<file path="src/hdl/rmd128_pkg.sv">
package rmd128_pkg;

    typedef struct packed {
        logic [7:0] data_byte;
        logic       has_byte;
        logic       last;
    } t_item;

    typedef enum logic [2:0] {
        S_IDLE,
        S_PAD,
        S_PRE,
        S_COMP,
        S_MERGE,
        S_EMIT
    } t_state;

    typedef enum logic [1:0] {
        P_FIRST,
        P_ZERO,
        P_LEN
    } t_phase;

    localparam logic [31:0] C_H0 = 32'h67452301;
    localparam logic [31:0] C_H1 = 32'hefcdab89;
    localparam logic [31:0] C_H2 = 32'h98badcfe;
    localparam logic [31:0] C_H3 = 32'h10325476;

    localparam logic [31:0] C_KL [4] = '{32'h00000000, 32'h5a827999,
                                         32'h6ed9eba1, 32'h8f1bbcdc};
    localparam logic [31:0] C_KR [4] = '{32'h50a28be6, 32'h5c4dd124,
                                         32'h6d703ef3, 32'h00000000};

    localparam logic [3:0] C_SEL_L [64] = '{
        4'd0, 4'd1, 4'd2, 4'd3, 4'd4, 4'd5, 4'd6, 4'd7,
        4'd8, 4'd9, 4'd10, 4'd11, 4'd12, 4'd13, 4'd14, 4'd15,
        4'd7, 4'd4, 4'd13, 4'd1, 4'd10, 4'd6, 4'd15, 4'd3,
        4'd12, 4'd0, 4'd9, 4'd5, 4'd2, 4'd14, 4'd11, 4'd8,
        4'd3, 4'd10, 4'd14, 4'd4, 4'd9, 4'd15, 4'd8, 4'd1,
        4'd2, 4'd7, 4'd0, 4'd6, 4'd13, 4'd11, 4'd5, 4'd12,
        4'd1, 4'd9, 4'd11, 4'd10, 4'd0, 4'd8, 4'd12, 4'd4,
        4'd13, 4'd3, 4'd7, 4'd15, 4'd14, 4'd5, 4'd6, 4'd2};

    localparam logic [3:0] C_SEL_R [64] = '{
        4'd5, 4'd14, 4'd7, 4'd0, 4'd9, 4'd2, 4'd11, 4'd4,
        4'd13, 4'd6, 4'd15, 4'd8, 4'd1, 4'd10, 4'd3, 4'd12,
        4'd6, 4'd11, 4'd3, 4'd7, 4'd0, 4'd13, 4'd5, 4'd10,
        4'd14, 4'd15, 4'd8, 4'd12, 4'd4, 4'd9, 4'd1, 4'd2,
        4'd15, 4'd5, 4'd1, 4'd3, 4'd7, 4'd14, 4'd6, 4'd9,
        4'd11, 4'd8, 4'd12, 4'd2, 4'd10, 4'd0, 4'd4, 4'd13,
        4'd8, 4'd6, 4'd4, 4'd1, 4'd3, 4'd11, 4'd15, 4'd0,
        4'd5, 4'd12, 4'd2, 4'd13, 4'd9, 4'd7, 4'd10, 4'd14};

    localparam logic [3:0] C_ROT_L [64] = '{
        4'd11, 4'd14, 4'd15, 4'd12, 4'd5, 4'd8, 4'd7, 4'd9,
        4'd11, 4'd13, 4'd14, 4'd15, 4'd6, 4'd7, 4'd9, 4'd8,
        4'd7, 4'd6, 4'd8, 4'd13, 4'd11, 4'd9, 4'd7, 4'd15,
        4'd7, 4'd12, 4'd15, 4'd9, 4'd11, 4'd7, 4'd13, 4'd12,
        4'd11, 4'd13, 4'd6, 4'd7, 4'd14, 4'd9, 4'd13, 4'd15,
        4'd14, 4'd8, 4'd13, 4'd6, 4'd5, 4'd12, 4'd7, 4'd5,
        4'd11, 4'd12, 4'd14, 4'd15, 4'd14, 4'd15, 4'd9, 4'd8,
        4'd9, 4'd14, 4'd5, 4'd6, 4'd8, 4'd6, 4'd5, 4'd12};

    localparam logic [3:0] C_ROT_R [64] = '{
        4'd8, 4'd9, 4'd9, 4'd11, 4'd13, 4'd15, 4'd15, 4'd5,
        4'd7, 4'd7, 4'd8, 4'd11, 4'd14, 4'd14, 4'd12, 4'd6,
        4'd9, 4'd13, 4'd15, 4'd7, 4'd12, 4'd8, 4'd9, 4'd11,
        4'd7, 4'd7, 4'd12, 4'd7, 4'd6, 4'd15, 4'd13, 4'd11,
        4'd9, 4'd7, 4'd15, 4'd11, 4'd8, 4'd6, 4'd6, 4'd14,
        4'd12, 4'd13, 4'd5, 4'd14, 4'd13, 4'd13, 4'd7, 4'd5,
        4'd15, 4'd5, 4'd8, 4'd11, 4'd14, 4'd14, 4'd6, 4'd14,
        4'd6, 4'd9, 4'd12, 4'd9, 4'd12, 4'd5, 4'd15, 4'd8};

    function automatic logic [31:0] fsel(input logic [1:0] k, input logic [31:0] x,
                                         input logic [31:0] y, input logic [31:0] z);
        logic [31:0] f;
        case (k)
            2'd0:    f = x ^ y ^ z;
            2'd1:    f = (x & y) | (~x & z);
            2'd2:    f = (x | ~y) ^ z;
            default: f = (x & z) | (y & ~z);
        endcase
        return f;
    endfunction

    function automatic logic [31:0] rotl(input logic [31:0] v, input logic [3:0] n);
        logic [63:0] t;
        t = {v, v} << n;
        return t[63:32];
    endfunction

endpackage

</file>
<file path="src/hdl/rmd128_front.sv">
module rmd128_front (
    input  logic                 i_clk,
    input  logic                 i_rst_n,
    input  logic                 i_valid,
    output logic                 o_stall,
    input  logic [7:0]           i_data_byte,
    input  logic                 i_has_byte,
    input  logic                 i_last,
    output logic                 o_q_valid,
    output rmd128_pkg::t_item    o_q_item,
    input  logic                 i_q_pop
);
    import rmd128_pkg::*;

    t_item      r_mem [2];
    logic       r_wp;
    logic       r_rp;
    logic [1:0] r_cnt;
    logic       push;
    logic       pop;

    assign o_stall   = (r_cnt == 2'd2);
    assign push      = i_valid && !o_stall;
    assign pop       = i_q_pop && (r_cnt != 2'd0);
    assign o_q_valid = (r_cnt != 2'd0);
    assign o_q_item  = r_mem[r_rp];

    always_ff @(posedge i_clk) begin
        if (push) begin
            r_mem[r_wp] <= '{data_byte: i_data_byte, has_byte: i_has_byte, last: i_last};
        end
    end

    always_ff @(posedge i_clk) begin
        if (!i_rst_n) begin
            r_wp  <= 1'b0;
            r_rp  <= 1'b0;
            r_cnt <= 2'd0;
        end else begin
            if (push) begin
                r_wp <= ~r_wp;
            end
            if (pop) begin
                r_rp <= ~r_rp;
            end
            r_cnt <= r_cnt + {1'b0, push} - {1'b0, pop};
        end
    end

endmodule

</file>
<file path="src/hdl/rmd128_core.sv">
module rmd128_core (
    input  logic                 i_clk,
    input  logic                 i_rst_n,
    input  logic                 i_q_valid,
    input  rmd128_pkg::t_item    i_q_item,
    output logic                 o_q_pop,
    output logic                 o_valid,
    input  logic                 i_stall,
    output logic [63:0]          o_digest_low,
    output logic [63:0]          o_digest_high
);
    import rmd128_pkg::*;

    t_state      r_state;
    t_state      n_state;
    t_phase      r_phase;
    logic        r_fin;
    logic [63:0] r_cnt;
    logic [63:0] r_bits;
    logic [23:0] r_acc;
    logic [31:0] r_mem [16];
    logic [31:0] r_xl;
    logic [31:0] r_xr;
    logic [5:0]  r_step;
    logic [31:0] r_h0, r_h1, r_h2, r_h3;
    logic [31:0] r_al, r_bl, r_cl, r_dl;
    logic [31:0] r_ar, r_br, r_cr, r_dr;
    logic        r_ovalid;
    logic [63:0] r_dlow;
    logic [63:0] r_dhigh;

    logic [5:0]  pos;
    logic [5:0]  pos_nx;
    logic        wr_en;
    logic [7:0]  wr_byte;
    logic [5:0]  step_nx;
    logic [3:0]  rd_l;
    logic [3:0]  rd_r;
    logic [1:0]  rnd;
    logic [31:0] tl;
    logic [31:0] tr;
    logic        load;

    assign pos     = r_cnt[5:0];
    assign pos_nx  = pos + 6'd1;
    assign step_nx = r_step + 6'd1;
    assign rnd     = r_step[5:4];
    assign load    = (r_state == S_EMIT) && (!r_ovalid || !i_stall);
    assign o_q_pop = (r_state == S_IDLE) && i_q_valid;

    assign o_valid       = r_ovalid;
    assign o_digest_low  = r_dlow;
    assign o_digest_high = r_dhigh;

    always_comb begin
        n_state = r_state;
        unique case (r_state)
            S_IDLE: begin
                if (i_q_valid) begin
                    if (i_q_item.has_byte && pos == 6'd63) begin
                        n_state = S_PRE;
                    end else if (i_q_item.last) begin
                        n_state = S_PAD;
                    end
                end
            end
            S_PAD: begin
                if (pos == 6'd63) begin
                    n_state = S_PRE;
                end
            end
            S_PRE:  n_state = S_COMP;
            S_COMP: begin
                if (r_step == 6'd63) begin
                    n_state = S_MERGE;
                end
            end
            S_MERGE: begin
                if (r_fin) begin
                    n_state = (r_phase == P_LEN) ? S_EMIT : S_PAD;
                end else begin
                    n_state = S_IDLE;
                end
            end
            S_EMIT: begin
                if (load) begin
                    n_state = S_IDLE;
                end
            end
            default: n_state = S_IDLE;
        endcase
    end

    always_comb begin
        wr_en   = 1'b0;
        wr_byte = 8'h00;
        rd_l    = C_SEL_L[0];
        rd_r    = C_SEL_R[0];
        unique case (r_state)
            S_IDLE: begin
                wr_en   = i_q_valid && i_q_item.has_byte;
                wr_byte = i_q_item.data_byte;
            end
            S_PAD: begin
                wr_en = 1'b1;
                unique case (r_phase)
                    P_FIRST: wr_byte = 8'h80;
                    P_LEN:   wr_byte = r_bits[{pos[2:0], 3'b000} +: 8];
                    default: wr_byte = 8'h00;
                endcase
            end
            S_COMP: begin
                rd_l = C_SEL_L[step_nx];
                rd_r = C_SEL_R[step_nx];
            end
            default: begin
                wr_en = 1'b0;
            end
        endcase
    end

    assign tl = rotl(r_al + fsel(rnd, r_bl, r_cl, r_dl) + r_xl + C_KL[rnd], C_ROT_L[r_step]);
    assign tr = rotl(r_ar + fsel(~rnd, r_br, r_cr, r_dr) + r_xr + C_KR[rnd], C_ROT_R[r_step]);

    always_ff @(posedge i_clk) begin
        if (wr_en) begin
            case (pos[1:0])
                2'd0:    r_acc[7:0]   <= wr_byte;
                2'd1:    r_acc[15:8]  <= wr_byte;
                2'd2:    r_acc[23:16] <= wr_byte;
                default: r_mem[pos[5:2]] <= {wr_byte, r_acc};
            endcase
        end
        r_xl <= r_mem[rd_l];
        r_xr <= r_mem[rd_r];
    end

    always_ff @(posedge i_clk) begin
        if (r_state == S_PRE) begin
            r_al <= r_h0; r_bl <= r_h1; r_cl <= r_h2; r_dl <= r_h3;
            r_ar <= r_h0; r_br <= r_h1; r_cr <= r_h2; r_dr <= r_h3;
        end else if (r_state == S_COMP) begin
            r_al <= r_dl; r_dl <= r_cl; r_cl <= r_bl; r_bl <= tl;
            r_ar <= r_dr; r_dr <= r_cr; r_cr <= r_br; r_br <= tr;
        end
        if (load) begin
            r_dlow  <= {r_h1, r_h0};
            r_dhigh <= {r_h3, r_h2};
        end
        if (o_q_pop && i_q_item.last) begin
            r_bits <= (r_cnt + {63'd0, i_q_item.has_byte}) << 3;
        end
    end

    always_ff @(posedge i_clk) begin
        if (!i_rst_n) begin
            r_state  <= S_IDLE;
            r_phase  <= P_FIRST;
            r_fin    <= 1'b0;
            r_cnt    <= 64'd0;
            r_step   <= 6'd0;
            r_ovalid <= 1'b0;
            r_h0     <= C_H0;
            r_h1     <= C_H1;
            r_h2     <= C_H2;
            r_h3     <= C_H3;
        end else begin
            r_state <= n_state;
            if (wr_en) begin
                r_cnt <= r_cnt + 64'd1;
            end
            if (o_q_pop && i_q_item.last) begin
                r_fin   <= 1'b1;
                r_phase <= P_FIRST;
            end
            if (r_state == S_PAD) begin
                if (r_phase != P_LEN) begin
                    r_phase <= (pos_nx == 6'd56) ? P_LEN : P_ZERO;
                end
            end
            if (r_state == S_PRE) begin
                r_step <= 6'd0;
            end else if (r_state == S_COMP) begin
                r_step <= step_nx;
            end
            if (r_state == S_MERGE) begin
                r_h0 <= r_h1 + r_cl + r_dr;
                r_h1 <= r_h2 + r_dl + r_ar;
                r_h2 <= r_h3 + r_al + r_br;
                r_h3 <= r_h0 + r_bl + r_cr;
            end
            if (load) begin
                r_ovalid <= 1'b1;
                r_fin    <= 1'b0;
                r_cnt    <= 64'd0;
                r_h0     <= C_H0;
                r_h1     <= C_H1;
                r_h2     <= C_H2;
                r_h3     <= C_H3;
            end else if (!i_stall) begin
                r_ovalid <= 1'b0;
            end
        end
    end

endmodule

</file>
<file path="src/hdl/ripemd128_hash.sv">
// RIPEMD-128 over a byte stream. Items enter a two-entry queue and are drained one per cycle
// while the core is idle and bytes are written to the block store; each full 64-byte block
// then takes a prefetch, 64 rounds of the paired left and right lines, and a merge, during
// which the queue is not drained. An item with last set adds the padding bytes at one per
// cycle, one or two compressions and a load of the digest register. The digest stays in its
// output register until taken, while the queue accepts items until its two entries are full.
module ripemd128_hash (
    input  logic        i_clk,
    input  logic        i_rst_n,
    input  logic        i_valid,
    output logic        o_stall,
    input  logic [7:0]  i_data_byte,
    input  logic        i_has_byte,
    input  logic        i_last,
    output logic        o_valid,
    input  logic        i_stall,
    output logic [63:0] o_digest_low,
    output logic [63:0] o_digest_high
);
    import rmd128_pkg::*;

    logic  q_valid;
    t_item q_item;
    logic  q_pop;

    rmd128_front u_front (
        .i_clk       (i_clk),
        .i_rst_n     (i_rst_n),
        .i_valid     (i_valid),
        .o_stall     (o_stall),
        .i_data_byte (i_data_byte),
        .i_has_byte  (i_has_byte),
        .i_last      (i_last),
        .o_q_valid   (q_valid),
        .o_q_item    (q_item),
        .i_q_pop     (q_pop)
    );

    rmd128_core u_core (
        .i_clk         (i_clk),
        .i_rst_n       (i_rst_n),
        .i_q_valid     (q_valid),
        .i_q_item      (q_item),
        .o_q_pop       (q_pop),
        .o_valid       (o_valid),
        .i_stall       (i_stall),
        .o_digest_low  (o_digest_low),
        .o_digest_high (o_digest_high)
    );

endmodule
</file>
<file path="config.mk">
export PLATFORM = sky130hd
export DESIGN_NAME = ripemd128_hash
export DESIGN_NICKNAME = d
export VERILOG_FILES = /design/src/hdl/rmd128_pkg.sv /design/src/hdl/rmd128_front.sv /design/src/hdl/rmd128_core.sv /design/src/hdl/ripemd128_hash.sv
export SDC_FILE = /design/constraint.sdc
export NUM_CORES = 2
export LEC_CHECK = 0
export BUFFER_PORTS_ARGS = -buffer_cell sky130_fd_sc_hd__buf_2
export CAP_MARGIN = 20
export CORE_ASPECT_RATIO = 0.7
export CORE_MARGIN = 2
export CORE_UTILIZATION = 60
export DETAILED_ROUTE_END_ITERATION = 8
export GPL_ROUTABILITY_DRIVEN = 0
export PLACE_DENSITY = 0.77
export RECOVER_POWER = 50
export SLEW_MARGIN = 15
export SYNTH_ARGS = -nofsm -noshare
export SYNTH_HDL_FRONTEND = slang
export SYNTH_HIERARCHICAL = 1
export SYNTH_SLANG_ARGS = --single-unit
</file>
<file path="constraint.sdc">
create_clock -name i_clk -period 8.1 [get_ports i_clk]
set_input_delay 0.81 -clock i_clk [delete_from_list [all_inputs] [get_ports i_clk]]
set_output_delay 0.81 -clock i_clk [all_outputs]
set_load 0.01 [all_outputs]
</file>
### After elaboration in Yosys (flattened, before gate mapping)

Memory sizes are Yosys's and may differ from the RTL's. A register that Yosys moved wholly into a read port is not among the register bits.
Cells that the tools add are included.

* register bits after elaboration: 678
* memory bits (writable): 532
* ROM bits: 1024
* bits of input ports: 14
* output and inout bits: 130
* logic and storage cells: 199
* memories kept: 6

Memory list
* u_core.r_mem: depth 16, width 32, rd ports 2, clocked after memory_dff 2, write ports 1, RTL line rmd128_core.sv:21 `logic [31:0] r_mem [16];`
* (no name shown): depth 64, width 4, rd ports 1, clocked after memory_dff 0, write ports 0, RTL line rmd128_core.sv:122 `assign tl = rotl(r_al + fsel(rnd, r_bl, r_cl, r_dl) + r_xl + C_KL[rnd], C_ROT_L[r_step]);`
* (no name shown): depth 64, width 4, rd ports 1, clocked after memory_dff 0, write ports 0, RTL line rmd128_core.sv:113 `rd_l = C_SEL_L[step_nx];`
* (no name shown): depth 64, width 4, rd ports 1, clocked after memory_dff 0, write ports 0, RTL line rmd128_core.sv:114 `rd_r = C_SEL_R[step_nx];`
* (no name shown): depth 64, width 4, rd ports 1, clocked after memory_dff 0, write ports 0, RTL line rmd128_core.sv:123 `assign tr = rotl(r_ar + fsel(~rnd, r_br, r_cr, r_dr) + r_xr + C_KR[rnd], C_ROT_R[r_step]);`
* u_front.r_mem: depth 2, width 10, rd ports 1, clocked after memory_dff 1, write ports 1, RTL line rmd128_front.sv:15 `t_item r_mem [2];`

* add/subtract/negate cells: 20
* $lt $le $gt $ge: 3
* equal/unequal tests: 23
* shift-type cells: 3
* multiplexer cells: 59
* bitwise gates (word level): 33
* reductions and logical operators: 25

Operator list (count)
* $mux W32: 20
* $add A32 B32 Y32: 14
* $and A32 B32 Y32: 8
* $not A32 Y32: 6
* $or A32 B32 Y32: 6
* $pmux W32 S3: 2
* $xor A32 B32 Y32: 6
* $bmux W32 S2: 2
* $shl A64 B4 Y64: 2
* $add A64 B1 Y64 const B: 1
* $shiftx A64 B7 Y8: 1
* $add A61 B1 Y61: 1
* $mux W4: 10
* $pmux W8 S2: 2
* $mux W3: 8
* $eq A6 B6 Y1 const B: 3
* $pmux W3 S6: 1
* $ge A7 B7 Y1 const B: 2
* $not A6 Y7: 2
* $add A6 B1 Y6 const B: 2
* $eq A2 B2 Y1 const B: 5
* $ne A2 B1 Y1 const B: 5
* $mux W1: 9
* $logic_not A2 Y1: 4
* 23 further kinds: 44

### Depth between registers and ports, before layout

* depth in word-level cells: 10
* gate-level depth with buffers: 27
* gate-level depth less buffers: 24

### Hierarchy

Netlist, hierarchy kept.

Modules (own cells, without submodules)
* rmd128_core: times used 1, cells an instance 7102, area each 77740.8 um^2, seq. area each 34783.4 um^2
* rmd128_front: times used 1, cells an instance 58, area each 958.4 um^2, seq. area each 700.7 um^2

### Worst setup path after synthesis

Ideal clock, no wire load.

* path kind: flip-flop to flip-flop
* from: register u_core.r_step[5]
* to: register u_core.r_bl[27], data pin
* library setup time: 0.254 ns
* arrival: 6.345 ns
* data required time: 7.846 ns
* path slack: 1.501 ns
* stages on the path, launching flop included: 23
* path buffers: 2
* period minus slack after synthesis: 6.599 ns
* path through: dfxtp_1 clkinv_1 ha_1 nor2b_1 clkbuf_1 clkbuf_1 nand2_1 o21ai_0 a222oi_1 fa_1 fa_1 inv_1 ha_1 a21o_1 a21o_1 a2111oi_4 o31ai_1 or3_1 and2_1 mux4_2 and2_1 a211o_1 a21o_1

* cells in the longest elaborated chain, start to end: 8
* elaborated cells between the ends (all ways): 18
* classes of those cells: add/sub: 3; eq/ne: 2; shift: 1; mux: 8; bitwise: 2; reduce/logical: 1; memory: 1

RTL lines
* start, declared: RTL line rmd128_core.sv:24 `logic [5:0] r_step;`
* start signal, assigned: RTL line rmd128_core.sv:184 `r_step <= step_nx;`
* $eq A2 B2 Y1 (tied with other cells): RTL line rmd128_pkg.sv:77 `case (k)`
* $pmux W32 S3 or $bmux W32 S2 (tied branches): RTL line rmd128_pkg.sv:77, rmd128_core.sv:122
* $add A32 B32 Y32 or $mux W32 (tied branches) (2 in a row): RTL line rmd128_core.sv:122
* $add A32 B32 Y32: RTL line rmd128_core.sv:122
* $shl A64 B4 Y64 (*): RTL line rmd128_pkg.sv:88 `t = {v, v} << n;`
* $mux W32 (*): RTL line rmd128_core.sv:142 `end else if (r_state == S_COMP) begin`
* $mux W32 (*): RTL line rmd128_core.sv:139 `if (r_state == S_PRE) begin`
* end signal, assigned: RTL line rmd128_core.sv:140 `r_al <= r_h0; r_bl <= r_h1; r_cl <= r_h2; r_dl <= r_h3;`
* end signal, assigned: RTL line rmd128_core.sv:143 `r_al <= r_dl; r_dl <= r_cl; r_cl <= r_bl; r_bl <= tl;`
* end, declared: RTL line rmd128_core.sv:26 `logic [31:0] r_al, r_bl, r_cl, r_dl;`

Mark *: on every way between the ends. The rest lies on a longest branch, timed or not. The select of a mux whose other input is x is not followed.
A chain may end at the register's enable or synchronous reset.

### Final worst setup path

* from: register u_core.r_step[5]
* to: register u_core.r_br[22], data pin

* cells in the longest elaborated chain, start to end: 9
* elaborated cells between the ends (all ways): 19
* classes of those cells: add/sub: 3; eq/ne: 2; shift: 1; mux: 8; bitwise: 3; reduce/logical: 1; memory: 1

RTL lines
* $not A2 Y2: RTL line rmd128_core.sv:123
* $eq A2 B2 Y1 (tied with other cells): RTL line rmd128_pkg.sv:77
* $pmux W32 S3: RTL line rmd128_pkg.sv:77
* $add A32 B32 Y32 (3 in a row): RTL line rmd128_core.sv:123
* $shl A64 B4 Y64 (*): RTL line rmd128_pkg.sv:88
* $mux W32 (*): RTL line rmd128_core.sv:142
* $mux W32 (*): RTL line rmd128_core.sv:139
* end signal, assigned: RTL line rmd128_core.sv:141 `r_ar <= r_h0; r_br <= r_h1; r_cr <= r_h2; r_dr <= r_h3;`
* end signal, assigned: RTL line rmd128_core.sv:144 `r_ar <= r_dr; r_dr <= r_cr; r_cr <= r_br; r_br <= tr;`
* end, declared: RTL line rmd128_core.sv:27 `logic [31:0] r_ar, r_br, r_cr, r_dr;`

Marks and branches as above.

==> summary.txt <==
Floorplan
  – Std cell rows: 111
  – Die ar.: 134000 sq um
  – Die W: 437 um
  – Core area: 131000 sq um
  – Starting Density: 60.3%
  – Die Height: 307 um
  – Top Ports: 144

Pwr
  – Net Sw Power: 8.87 mW
  – Combinational Power Share: 37.8%
  – Reg power frac: 35.7%
  – P_int: 14.7 mW
  – Maximum vdd drop: 0.000199 V
  – Clk pwr share: 26.6%
  – Power Density: 276 nW/um^2
  – Leak: 31.7 nW
  – Switching portion of total power: 37.7%

Worst setup path
  – Flop2flop setup slack: 0.25 ns
  – R2R depth: 22
  – WS Path Type: reg -> reg
  – Worst Path Arrival: 8.36 ns
  – Worst R2R Start: u_core/r_step[5]$_SDFFE_PP0P_
  – Crit. End Element: flop
  – CP max FO: 26
  – CP startpoint kind: flop
  – Reg2reg end: u_core/r_br[22]$_DFFE_PP_
  – Req. time, crit path: 8.61 ns

GRT
  – Largest net degree at the start of global routing: 214
  – Tot GR Track Use: 35.6%
  – Met2 usage: 49.3%
  – Initial antenna violation count: 6
  – Global route hottest layer: met1
  – Grt met1 use: 51.1%
  – Vias in the first global route: 56600
  – Global-route wire length before repair: 359 mm
  – GR Overflow Total: 0
  – Grt met3 use: 13.4%

Clock network
  – CTS tree: done
  – Clk sinks: 1272
  – Post-CTS Resized: 0
  – Root Driver: clkbuf_16
  – CTS buffer count: 120
  – CTS HTree Levels: 3
  – CTS Hold Bufs: 0
  – Worst-skew pair later-pin latency: 0.83 ns
  – Clock buffer depth: 3
  – Clock Pin Slew Worst Setup and Hold Paths: 0.07 ns
  – Post-CTS Repair Setup Buffers: 0

Worst hold path
  – Depth of the worst hold-timing path: 1
  – Min-delay worst type: in -> reg
  – Hold_sp: i_data_byte[6]
  – Worst Hold Path EP: u_front/r_mem[0][8]$_DFFE_PP_

Place
  – Area after DPL: 81200 sq um
  – Pre-CTS setup slack: 0.796 ns
  – Placed cell count: 8791
  – Port bufs: 143
  – Post-DP HPWL: 172 mm

Route
  – Antenna viol nets, final: 0
  – Vias post-DR: 60700
  – Wire per inst: 27.1 um
  – Routed wire length: 245 mm
  – First DRT Iteration DRCs: 10300
  – # DRC: 9
  – Via density: 6.73
  – First-pass DRT Iterations: 9

STA
  – Max-slew violations: 623
  – Clk_skew: 0.0552 ns
  – Max transition margin: -219%
  – Fmax: 127 MHz
  – Min cycle time layout: 7.85 ns
  – RSZ-0062 raised after global routing: false
  – Final Setup Violations: 0
  – Slew @ Worst Pin: 4.79 ns
  – Final hold violation count: 0
  – Fin crit share: 97.0%
  – Setup_tns: 0 ns
  – Final worst slack: 0.246 ns
  – WHS: 0.215 ns

Synth
  – Dominant synthesized flop cell: edfxtp_1
  – Post-synthesis sequential area ratio: 45.1%
  – Synth cell types: 110
  – Syn Area/Cell: 11.0 sq um
  – Synthesized Nets: 7694
  – Synth Register Bits: 1272
  – Synth Instances: 7160
  – Yosys warnings: 6
  – EDFF count, synth: 1001
  – Post-Synthesis Cell Area: 78700 sq um
  – Asr flop ratio synth: 0%

Cells and area
  – Final non-filler cell total: 9025
  – Fillers: 9730
  – Share of layout cells above drive strength 1: 6.97%
  – Synth-to-layout area growth: 8.51%
  – Design area: 85400 sq um
  – Layout net count: 7697

Outcome
  – Status: complete, but fails checks
  – Failing checks: DRC, capacitance limit, slew limit

Run
  – Max Cap Viol: 11
synthesized netlist by cell type, types with 40 or more instances:
| master | count | share of area, % |
|---|---|---|
| nand2_1 | 837 | 4.0 |
| edfxtp_1 | 1001 | 38 |
| xor2_1 | 137 | 1.5 |
| inv_1 | 404 | 1.9 |
| mux4_2 | 48 | 1.4 |
| o21ai_0 | 381 | 2.4 |
| mux2i_1 | 1011 | 13 |
| o211ai_1 | 76 | 0.72 |
| or3_1 | 50 | 0.40 |
| o22ai_1 | 45 | 0.36 |
| o21a_1 | 53 | 0.51 |
| nor2_1 | 312 | 1.5 |
| xnor2_1 | 194 | 2.2 |
| dfxtp_1 | 271 | 6.9 |
| buf_2 | 105 | 0.67 |
| ha_1 | 273 | 4.3 |
| a21oi_1 | 337 | 2.1 |
| clkbuf_1 | 215 | 1.0 |
| a211oi_1 | 60 | 0.57 |
| nor3_1 | 94 | 0.60 |
| a21o_1 | 81 | 0.77 |
| and2_1 | 40 | 0.32 |
| and3_1 | 51 | 0.41 |
| nand3_1 | 161 | 1.0 |
| fa_1 | 247 | 6.3 |
cell type report:
type	count	area, sq um	share of cell area [%]
Clock inverter	62	970	1.14
Multi-Input combinational cell	5099	40200	47.1
Antenna cell	3	7.51	0.00879
Clock buffer	168	3450	4.04
Timing Repair Buffer	260	1510	1.77
Tap cell	1751	2190	2.57
Sequential cell	1272	35500	41.6
Inverter	410	1550	1.81
layer usage:
layer | part of all wire, % | wire [um]
met1 | 40 | 96700
met2 | 40 | 98500
met3 | 16 | 39400
met4 | 4.1 | 9910
met5 | 0.073 | 179
metrics by stage:
step | power (mW) | util [%]
after global routing | 24.3 | 65.4
after global placement | 16.5 | 62.2
after detailed placement | 16.7 | 62.2
final | 23.5 | 65.4
after floorplan | 14.2 | -
after CTS | 23.0 | 65.6
logic make-up after synthesis:
family / Yosys count / share of synthesized area [%]
AO/OA/AOI/OAI: 1400 / 11.6
XOR/XNOR: 334 / 3.75
adder cells (fa/ha/maj): 520 / 10.6
buffers and inverters: 789 / 4.14
flip-flops: 1272 / 45.1
multiplexers: 1095 / 14.8
AND/OR/NAND/NOR: 1750 / 10.1
registers in the layout (all words and copies together), names as in the netlist, 3 cells and up, named ones only:
signal	count
u_core/r_cnt	61
u_core/r_step	6
u_core/r_acc	24
u_core/r_al	32
u_core/o_digest_low	64
u_core/r_dr	32
u_core/r_h1	32
u_core/r_dl	32
u_front/r_mem	20
u_core/r_h0	32
u_core/r_bits	61
u_core/r_mem	512
u_core/o_digest_high	64
u_core/r_bl	32
u_core/r_ar	32
u_core/r_xl	32
u_core/r_state	3
u_core/r_cr	32
u_core/r_cl	32
u_core/r_br	32
u_core/r_xr	32
u_core/r_h3	32
u_core/r_h2	32
power groups by stage:
| stage | Clock, mW | Sequential (mW) | Combinational, mW |
|---|---|---|---|
| final | 6.25 | 8.40 | 8.89 |
| after global routing | 6.55 | 8.42 | 9.36 |
| after CTS | 6.29 | 8.34 | 8.34 |
| after detailed placement | 0 | 8.48 | 8.25 |
| after global placement | 0 | 8.46 | 8.06 |
| after floorplan | 0 | 8.29 | 5.92 |
worst max-delay path: stages (launching register included):
cell	delay, ns
dfxtp_2	0.59
clkinv_1	0.44
ha_1	0.37
buf_4	0.22
inv_2	0.63
buf_4	0.32
o21ai_0	0.11
a21oi_1	0.23
fa_1	0.48
fa_1	0.52
inv_1	0.05
ha_1	0.36
a21o_1	0.23
a21o_1	0.18
a21o_1	0.20
a41oi_2	0.52
o311a_1	0.42
nor2_1	0.13
nor3_1	0.46
a211oi_1	0.10
a21oi_1	0.30
a211oi_1	0.16
o31ai_1	0.54
layout by cell type, fill, tap and decap left out, types with 193 or more instances in the layout:
master | Yosys | routed
xnor2_1 | 194 | 193
o21ai_0 | 381 | 372
mux2i_1 | 1011 | 1011
inv_1 | 404 | 402
edfxtp_1 | 1001 | 1001
fa_1 | 247 | 247
nor2_1 | 312 | 305
a21oi_1 | 337 | 335
ha_1 | 273 | 269
nand2_1 | 837 | 836
dfxtp_1 | 271 | 270
how the worst max path moves through the flow:
stage | start | endpoint | slack (ns) | cells past startpoint
2_1_floorplan | u_core/r_step[5]$_SDFFE_PP0P_ | u_core/r_bl[27]$_DFFE_PP_ | 1.50 | 22
3_3_place_gp | u_core/r_step[5]$_SDFFE_PP0P_ | u_core/r_br[22]$_DFFE_PP_ | 0.86 | 21
3_5_place_dp | u_core/r_step[5]$_SDFFE_PP0P_ | u_core/r_br[22]$_DFFE_PP_ | 0.80 | 22
4_1_cts | u_core/r_step[5]$_SDFFE_PP0P_ | u_core/r_br[22]$_DFFE_PP_ | 0.71 | 21
5_1_grt | u_core/r_step[5]$_SDFFE_PP0P_ | u_core/r_br[22]$_DFFE_PP_ | 0.16 | 21
6_report | u_core/r_step[5]$_SDFFE_PP0P_ | u_core/r_br[22]$_DFFE_PP_ | 0.25 | 22
Note: power is estimated with default switching activity, not from simulation.
